## config.mk

```make
export PLATFORM = sky130hd
export DESIGN_NAME = bounded_ordered_list_engine
export DESIGN_NICKNAME = d
export VERILOG_FILES = /design/src/design/bole_pkg.sv /design/src/design/bole_cell.sv /design/src/design/bounded_ordered_list_engine.sv
export SDC_FILE = /design/constraint.sdc
export NUM_CORES = 2
export LEC_CHECK = 0
export BUFFER_PORTS_ARGS = -buffer_cell sky130_fd_sc_hd__clkbuf_2
export CAP_MARGIN = 25
export CORE_ASPECT_RATIO = 0.7
export CORE_MARGIN = 2
export CORE_UTILIZATION = 50
export CTS_CLUSTER_DIAMETER = 150
export DETAILED_ROUTE_END_ITERATION = 10
export PLACE_DENSITY = 0.71
export SLEW_MARGIN = 10
export SYNTH_ARGS = -nofsm -noshare
export SYNTH_HDL_FRONTEND = slang
export SYNTH_SLANG_ARGS = --single-unit
```

## constraint.sdc

```tcl
create_clock -name clk -period 7.83 [get_ports clk]
set_clock_uncertainty 0.15 [all_clocks]
set_input_delay 0.3915 -clock clk [delete_from_list [all_inputs] [get_ports clk]]
set_output_delay 0.3915 -clock clk [all_outputs]
set_load 0.03 [all_outputs]
```

## src/design/bole_pkg.sv

```systemverilog
// ----------------------------------------------------------------------------
// bole_pkg
// Request and status codes, and the control struct that the sequencer
// broadcasts to every list cell.
// ----------------------------------------------------------------------------
package bole_pkg;

    localparam int VALUE_W  = 32;
    localparam int REQ_W    = 2;
    localparam int STATUS_W = 2;
    localparam int COUNT_W  = 5;

    localparam logic [REQ_W-1:0] REQ_APPEND = 2'd0;
    localparam logic [REQ_W-1:0] REQ_INSERT = 2'd1;
    localparam logic [REQ_W-1:0] REQ_DELETE = 2'd2;
    localparam logic [REQ_W-1:0] REQ_DUMP   = 2'd3;

    localparam logic [STATUS_W-1:0] ST_OK       = 2'd0;
    localparam logic [STATUS_W-1:0] ST_FULL     = 2'd1;
    localparam logic [STATUS_W-1:0] ST_NOTFOUND = 2'd2;
    localparam logic [STATUS_W-1:0] ST_EMPTY    = 2'd3;

    typedef struct packed {
        logic             cmp_en;
        logic [REQ_W-1:0] req_type;
        logic             shift_en;
        logic             dump_en;
    } cell_ctrl_t;

endpackage

```

## src/design/bole_cell.sv

```systemverilog
// ----------------------------------------------------------------------------
// bole_cell
// One list position: holds an entry, compares it against the request value
// and moves entries to or from its neighbors on update and dump.
// ----------------------------------------------------------------------------
module bole_cell
(
    input  logic                                     clk,
    input  bole_pkg::cell_ctrl_t                     ctrl,
    input  logic                                     occ,
    input  logic                                     is_tail,
    input  logic signed [bole_pkg::VALUE_W-1:0]      req_value,
    input  logic signed [bole_pkg::VALUE_W-1:0]      left_value,
    input  logic signed [bole_pkg::VALUE_W-1:0]      right_value,
    input  logic signed [bole_pkg::VALUE_W-1:0]      head_value,
    input  logic                                     hit_in,
    output logic                                     hit_out,
    output logic signed [bole_pkg::VALUE_W-1:0]      cell_value
);

    logic signed [bole_pkg::VALUE_W-1:0] value_reg;
    logic signed [bole_pkg::VALUE_W-1:0] value_next;
    logic                                flag_reg;
    logic                                flag_next;

    // flag marks where the list opens (append, insert) or closes (delete)
    always_comb
    begin
        flag_next = flag_reg;
        if (ctrl.cmp_en)
        begin
            if (!occ)
            begin
                flag_next = (ctrl.req_type != bole_pkg::REQ_DELETE);
            end
            else
            begin
                case (ctrl.req_type)
                    bole_pkg::REQ_INSERT: flag_next = (value_reg > req_value);
                    bole_pkg::REQ_DELETE: flag_next = (value_reg == req_value);
                    default:              flag_next = 1'b0;
                endcase
            end
        end
    end

    always_comb
    begin
        value_next = value_reg;
        if (ctrl.shift_en)
        begin
            if (ctrl.req_type == bole_pkg::REQ_DELETE)
            begin
                if (hit_in || flag_reg)
                begin
                    value_next = right_value;
                end
            end
            else if (hit_in)
            begin
                value_next = left_value;
            end
            else if (flag_reg)
            begin
                value_next = req_value;
            end
        end
        else if (ctrl.dump_en)
        begin
            // rotate the occupied part by one so the head comes out each cycle that dump_en is set
            value_next = is_tail ? head_value : right_value;
        end
    end

    always_ff @(posedge clk)
    begin
        value_reg <= value_next;
        flag_reg  <= flag_next;
    end

    assign hit_out    = hit_in | flag_reg;
    assign cell_value = value_reg;

endmodule

```

## src/design/bounded_ordered_list_engine.sv

```systemverilog
// ----------------------------------------------------------------------------
// bounded_ordered_list_engine
// Ordered list of up to CAPACITY signed entries kept in a row of cells.
// ----------------------------------------------------------------------------
// Input channel (in_valid / in_stall, req_type, value): one request per item.
// Requests: append at tail, sorted insert, delete first equal, dump all.
// Output channel (out_valid / out_stall): one result item per update, one
// per entry for a dump (last marks the final one), one item for an empty dump.
// Update: accepted item is compared in every cell in the next cycle; then,
// once the output register is free, the cells shift and the result is
// registered, and a new request is taken as the result is written.
// Dump: the cell row rotates once per result, one result per cycle while the
// output register is free. A stalled receiver holds the output register; the
// sequencer then waits with the cells untouched until the register frees up.
// Reset clears the entry count, the sequencer and the output valid; entry
// values are unknown until written but only occupied cells are ever read.
// ----------------------------------------------------------------------------
module bounded_ordered_list_engine
#(
    parameter int CAPACITY = 16
)
(
    input  logic                                    clk,
    input  logic                                    rst_n,
    input  logic                                    in_valid,
    output logic                                    in_stall,
    input  logic [bole_pkg::REQ_W-1:0]              req_type,
    input  logic signed [bole_pkg::VALUE_W-1:0]     value,
    output logic                                    out_valid,
    input  logic                                    out_stall,
    output logic signed [bole_pkg::VALUE_W-1:0]     item_value,
    output logic [bole_pkg::STATUS_W-1:0]           status,
    output logic [bole_pkg::COUNT_W-1:0]            entry_count,
    output logic                                    last
);

    localparam int CW = $clog2(CAPACITY + 1);

    localparam logic [1:0] S_IDLE = 2'd0;
    localparam logic [1:0] S_CMP  = 2'd1;
    localparam logic [1:0] S_UPD  = 2'd2;
    localparam logic [1:0] S_DUMP = 2'd3;

    logic [1:0]                          state_reg, state_next;
    logic [CW-1:0]                       count_reg, count_next;
    logic [CW-1:0]                       dump_idx_reg, dump_idx_next;
    logic [bole_pkg::REQ_W-1:0]          req_type_reg;
    logic signed [bole_pkg::VALUE_W-1:0] req_value_reg;

    logic                                out_valid_reg, out_valid_next;
    logic signed [bole_pkg::VALUE_W-1:0] item_value_reg, item_value_next;
    logic [bole_pkg::STATUS_W-1:0]       status_reg, status_next;
    logic [bole_pkg::COUNT_W-1:0]        entry_count_reg, entry_count_next;
    logic                                last_reg, last_next;

    logic                                accept;
    logic                                out_free;
    logic                                emit;
    logic                                full;
    logic                                found;
    logic                                do_upd;
    logic                                dump_last;
    logic [CW+bole_pkg::COUNT_W-1:0]     count_ext;
    bole_pkg::cell_ctrl_t                ctrl;

    logic signed [bole_pkg::VALUE_W-1:0] cell_value [CAPACITY];
    logic                                hit        [CAPACITY+1];

    assign out_free  = !out_valid_reg || !out_stall;
    assign in_stall  = !((state_reg == S_IDLE) || ((state_reg == S_UPD) && out_free));
    assign accept    = in_valid && !in_stall;
    assign full      = (count_reg == CW'(CAPACITY));
    assign found     = hit[CAPACITY];
    assign dump_last = (dump_idx_reg == count_reg - CW'(1));

    assign emit   = ((state_reg == S_UPD) || (state_reg == S_DUMP)) && out_free;
    assign do_upd = (state_reg == S_UPD) && out_free && found &&
                    !(full && (req_type_reg != bole_pkg::REQ_DELETE));

    always_comb
    begin
        ctrl.cmp_en   = (state_reg == S_CMP);
        ctrl.req_type = req_type_reg;
        ctrl.shift_en = do_upd;
        ctrl.dump_en  = (state_reg == S_DUMP) && out_free && (count_reg != '0);
    end

    assign hit[0] = 1'b0;

    genvar gi;
    generate
        for (gi = 0; gi < CAPACITY; gi++)
        begin : g_cell
            logic signed [bole_pkg::VALUE_W-1:0] left_v;
            logic signed [bole_pkg::VALUE_W-1:0] right_v;

            if (gi == 0)
            begin : g_first
                assign left_v = req_value_reg;
            end
            else
            begin : g_mid_left
                assign left_v = cell_value[gi-1];
            end

            if (gi == CAPACITY - 1)
            begin : g_last
                assign right_v = cell_value[gi];
            end
            else
            begin : g_mid_right
                assign right_v = cell_value[gi+1];
            end

            bole_cell u_cell
            (
                .clk         (clk),
                .ctrl        (ctrl),
                .occ         (CW'(gi) < count_reg),
                .is_tail     (count_reg == CW'(gi + 1)),
                .req_value   (req_value_reg),
                .left_value  (left_v),
                .right_value (right_v),
                .head_value  (cell_value[0]),
                .hit_in      (hit[gi]),
                .hit_out     (hit[gi+1]),
                .cell_value  (cell_value[gi])
            );
        end
    endgenerate

    always_comb
    begin
        count_next = count_reg;
        if (do_upd)
        begin
            if (req_type_reg == bole_pkg::REQ_DELETE)
            begin
                count_next = count_reg - CW'(1);
            end
            else
            begin
                count_next = count_reg + CW'(1);
            end
        end
    end

    assign count_ext = {{bole_pkg::COUNT_W{1'b0}}, count_next};

    always_comb
    begin
        state_next    = state_reg;
        dump_idx_next = dump_idx_reg;
        unique case (state_reg)
            S_IDLE:
            begin
                if (accept)
                begin
                    state_next = (req_type == bole_pkg::REQ_DUMP) ? S_DUMP : S_CMP;
                end
                dump_idx_next = '0;
            end
            S_CMP:
            begin
                state_next = S_UPD;
            end
            S_UPD:
            begin
                if (out_free)
                begin
                    if (accept)
                    begin
                        state_next = (req_type == bole_pkg::REQ_DUMP) ? S_DUMP : S_CMP;
                    end
                    else
                    begin
                        state_next = S_IDLE;
                    end
                end
                dump_idx_next = '0;
            end
            S_DUMP:
            begin
                if (out_free)
                begin
                    dump_idx_next = dump_idx_reg + CW'(1);
                    if ((count_reg == '0) || dump_last)
                    begin
                        state_next = S_IDLE;
                    end
                end
            end
            default:
            begin
                state_next = S_IDLE;
            end
        endcase
    end

    always_comb
    begin
        out_valid_next   = out_valid_reg && out_stall;
        item_value_next  = item_value_reg;
        status_next      = status_reg;
        entry_count_next = entry_count_reg;
        last_next        = last_reg;
        if (emit)
        begin
            out_valid_next   = 1'b1;
            entry_count_next = count_ext[bole_pkg::COUNT_W-1:0];
            if (state_reg == S_UPD)
            begin
                item_value_next = req_value_reg;
                last_next       = 1'b1;
                if (req_type_reg == bole_pkg::REQ_DELETE)
                begin
                    status_next = found ? bole_pkg::ST_OK : bole_pkg::ST_NOTFOUND;
                end
                else
                begin
                    status_next = full ? bole_pkg::ST_FULL : bole_pkg::ST_OK;
                end
            end
            else if (count_reg == '0)
            begin
                item_value_next = '0;
                status_next     = bole_pkg::ST_EMPTY;
                last_next       = 1'b1;
            end
            else
            begin
                item_value_next = cell_value[0];
                status_next     = bole_pkg::ST_OK;
                last_next       = dump_last;
            end
        end
    end

    always_ff @(posedge clk or negedge rst_n)
    begin
        if (!rst_n)
        begin
            state_reg     <= S_IDLE;
            count_reg     <= '0;
            dump_idx_reg  <= '0;
            out_valid_reg <= 1'b0;
        end
        else
        begin
            state_reg     <= state_next;
            count_reg     <= count_next;
            dump_idx_reg  <= dump_idx_next;
            out_valid_reg <= out_valid_next;
        end
    end

    always_ff @(posedge clk)
    begin
        if (accept)
        begin
            req_type_reg  <= req_type;
            req_value_reg <= value;
        end
        item_value_reg  <= item_value_next;
        status_reg      <= status_next;
        entry_count_reg <= entry_count_next;
        last_reg        <= last_next;
    end

    assign out_valid   = out_valid_reg;
    assign item_value  = item_value_reg;
    assign status      = status_reg;
    assign entry_count = entry_count_reg;
    assign last        = last_reg;

`ifndef ASSERT_OFF
    a_count_bound: assert property (@(posedge clk) disable iff (!rst_n)
        count_reg <= CW'(CAPACITY))
        else $error("entry count above capacity");

    a_accept_next: assert property (@(posedge clk) disable iff (!rst_n)
        accept |=> (state_reg == S_CMP) || (state_reg == S_DUMP))
        else $error("accepted item did not start compare or dump");

    a_delete_count: assert property (@(posedge clk) disable iff (!rst_n)
        (do_upd && (req_type_reg == bole_pkg::REQ_DELETE)) |=>
            (count_reg == $past(count_reg) - CW'(1)))
        else $error("delete did not shrink the list by one");

    a_dump_end: assert property (@(posedge clk) disable iff (!rst_n)
        ((state_reg == S_DUMP) && out_free && (count_reg != '0) && dump_last) |=>
            (state_reg == S_IDLE) && out_valid_reg && last_reg)
        else $error("dump did not end on its last entry");
`endif

endmodule
```

==> qor.yml <==
outcome: "finished clean"
largest_reg_flops: 512
p_total_mw: 23.2
fmax_mhz: 196
clk_latency_ns: 0.64
worst_hold_path_type: "input port to asynchronous set/reset pin"
grt_overflow_total: 0
synth_ff_type: "edfxtp_1"
timing.final.crit_share_pct: 65.2
p_leak_nw: 18.9
swShare_pct: 45.0
hpwlAfterDp_um: 110000
clock_path_buffers: 3
post_cts_resized: 0
initial_core_util_pct: 50.6
netlist_instances: 4490
ys_seq_elements: 615
cts_sinks: 615
yosysSeqAreaShare_pct: 42.0
io_pins: 80
async_flop_share_pct: 2.11
die_w_um: 358
final_cell_mix: "nand2_1 (698), edfxtp_1 (602), ha_1 (520), a21oi_1 (472), o21ai_0 (268)"
dr.first_iter.drc_count: 6345
grt_max_degree: 118
p_per_area_nw_per_um2: 481
wl_per_cell_um: 25.8
row_count: 90
arrival_ns: 5.29
slew_headroom_pct: 21.9
final_common_cell: "nand2_1"
yosys_warnings: 0
via_count: 38607
cp-end-kind: "flop"
seqPwrFrac_pct: 35.4
setup_tns_ns: 0
hold_viol: 0
cp.required_ns: 8.01
maxCapViolCount: 0
avgSynthCellArea_sq_um: 9.75
syn_area_sq_um: 43800
syn-num-nets: 5048
critPathLaunchType: "flop"
antenna_found_initial: 1
fp.dieH_um: 252
first_pass_iters: 7
viasPerCell: 6.82
grt_first_pass_wirelength_um: 221000
drv_slew: 0
fin_crit_ns: 5.10
drive_gt1_share_pct: 8.54
power_frac_comb_pct: 51.1
post-route-drc-count: 0
crit_fanout: 67
cts_buffers: 67
nets: 5022
p_clk_share_pct: 13.5
die_area_sq_um: 90000
ant_nets: 0
p_int_mw: 12.8
core_area_sq_um: 86500
grt_usage_pct: 31.7
routed_wl_um: 146000
portBuffers: 79
root_buffer: "clkbuf_16"
ys_types: 70
grt_pass1_vias: 36155
clk_pin_slew_ns: 0.07
cts_tree: "built"
area_delta_synth_final_pct: 10.3
setup_violations: 0
tightest_slew_ns: 1.17
ir_worst_vdd_mv: 0.295
place_congestion: 1.00
synth-edff-count: 602
cts_htree_levels: 3
p_switching_mw: 10.4
grt_setup_unrepaired: "no"
crit_type: "flop to flop"
[worst max-delay path, cell delays in order, from the launching register on]
cell	delay, ns
edfxtp_1	0.42
nor3_1	0.39
nand3_2	0.14
buf_4	0.31
or4_2	0.66
buf_4	0.37
o21a_1	0.35
nand2_1	0.65
nand2_1	0.66
buf_8	0.35
a22oi_1	0.18
o21ai_0	0.14
[logic make-up (layout without fill, tap and decap cells)]
logic type | Yosys count | count (layout) | share of synthesized area (%)
compound gates | 1497 | 1497 | 22.7
buf+inv | 473 | 490 | 4.34
flops | 615 | 615 | 42.0
mux | 143 | 143 | 3.28
other cells | 0 | 2 | 0
xor+xnor | 17 | 17 | 0.340
simple gates | 1225 | 1225 | 12.4
fa+ha+maj | 520 | 520 | 14.9
[per-layer routing]
layer  wire length [um]  global-route usage, %
met1              62700                   49.7
met2              55700                   42.1
met3              23500                   8.28
met4               4000                   8.86
met5                 61                      0
[cells in the mapped netlist, types with 102 or more instances]
library cell,count,area (sq um)
nand4_1,102,638
a21oi_1,473,2370
a221o_1,259,2590
ha_1,520,6510
inv_1,108,405
nor2_1,163,612
nand2_1,698,2620
o21ai_0,280,1400
edfxtp_1,602,18100
clkbuf_1,245,920
a22oi_1,164,1230
mux2i_1,139,1390
[final cells by class]
class,count,area [sq um]
fill,7373,38200
multi-input combinational,3402,23800
sequential,615,18400
timing repair buffer,270,2220
clock buffer,90,1850
tap,1150,1440
inverter,108,405
clock inverter,22,190
antenna,2,5.00
[per-stage QoR]
step / hold slack, ns / cells / util (%) / cell area, sq um / worst slack [ns]
floorplan: -0.0541 / 4490 / - / 43800 / 1.34
global placement: 0.165 / 5486 / 52.5 / 45400 / 2.82
detailed placement: 0.163 / 5497 / 52.8 / 45600 / 2.77
CTS: 0.0363 / 5646 / 55.5 / 48000 / 2.76
global route: 0.0870 / 5657 / 55.8 / 48300 / 2.59
finish: 0.0774 / 5659 / 55.8 / 48300 / 2.73
[worst paths after layout]
check | from | endpoint | slack [ns] | cells after the start
setup reg to reg | g_cell[4].u_cell.flag_reg | g_cell[4].u_cell.cell_value[22] | 2.73 | 11
hold / removal | rst_n | count_reg[4] | 0.08 | 2
min in group clk | value[29] | g_cell[0].left_v[29] | 0.33 | 2
max in group asynchronous | rst_n | dump_idx_reg[2] | 7.19 | 2
setup / recovery | g_cell[4].u_cell.flag_reg | g_cell[4].u_cell.cell_value[22] | 2.73 | 11
hold reg to reg | g_cell[1].u_cell.cell_value[17] | g_cell[0].u_cell.cell_value[17] | 0.45 | 2
[power by group through the flow]
stage | logic, mW | registers [mW] | clock network (mW)
global placement | 10.7 | 8.14 | 0
finish | 11.9 | 8.22 | 3.14
CTS | 11.3 | 8.12 | 3.15
floorplan | 7.83 | 7.78 | 0
detailed placement | 11.3 | 8.17 | 0
global route | 13.0 | 8.36 | 3.25
[timing repair]
action	4_1_cts	5_1_grt
hold buffers	37	0
endpoints found under the hold margin	49	0
setup buffers	0	0
(Power assumes the default switching activity.)
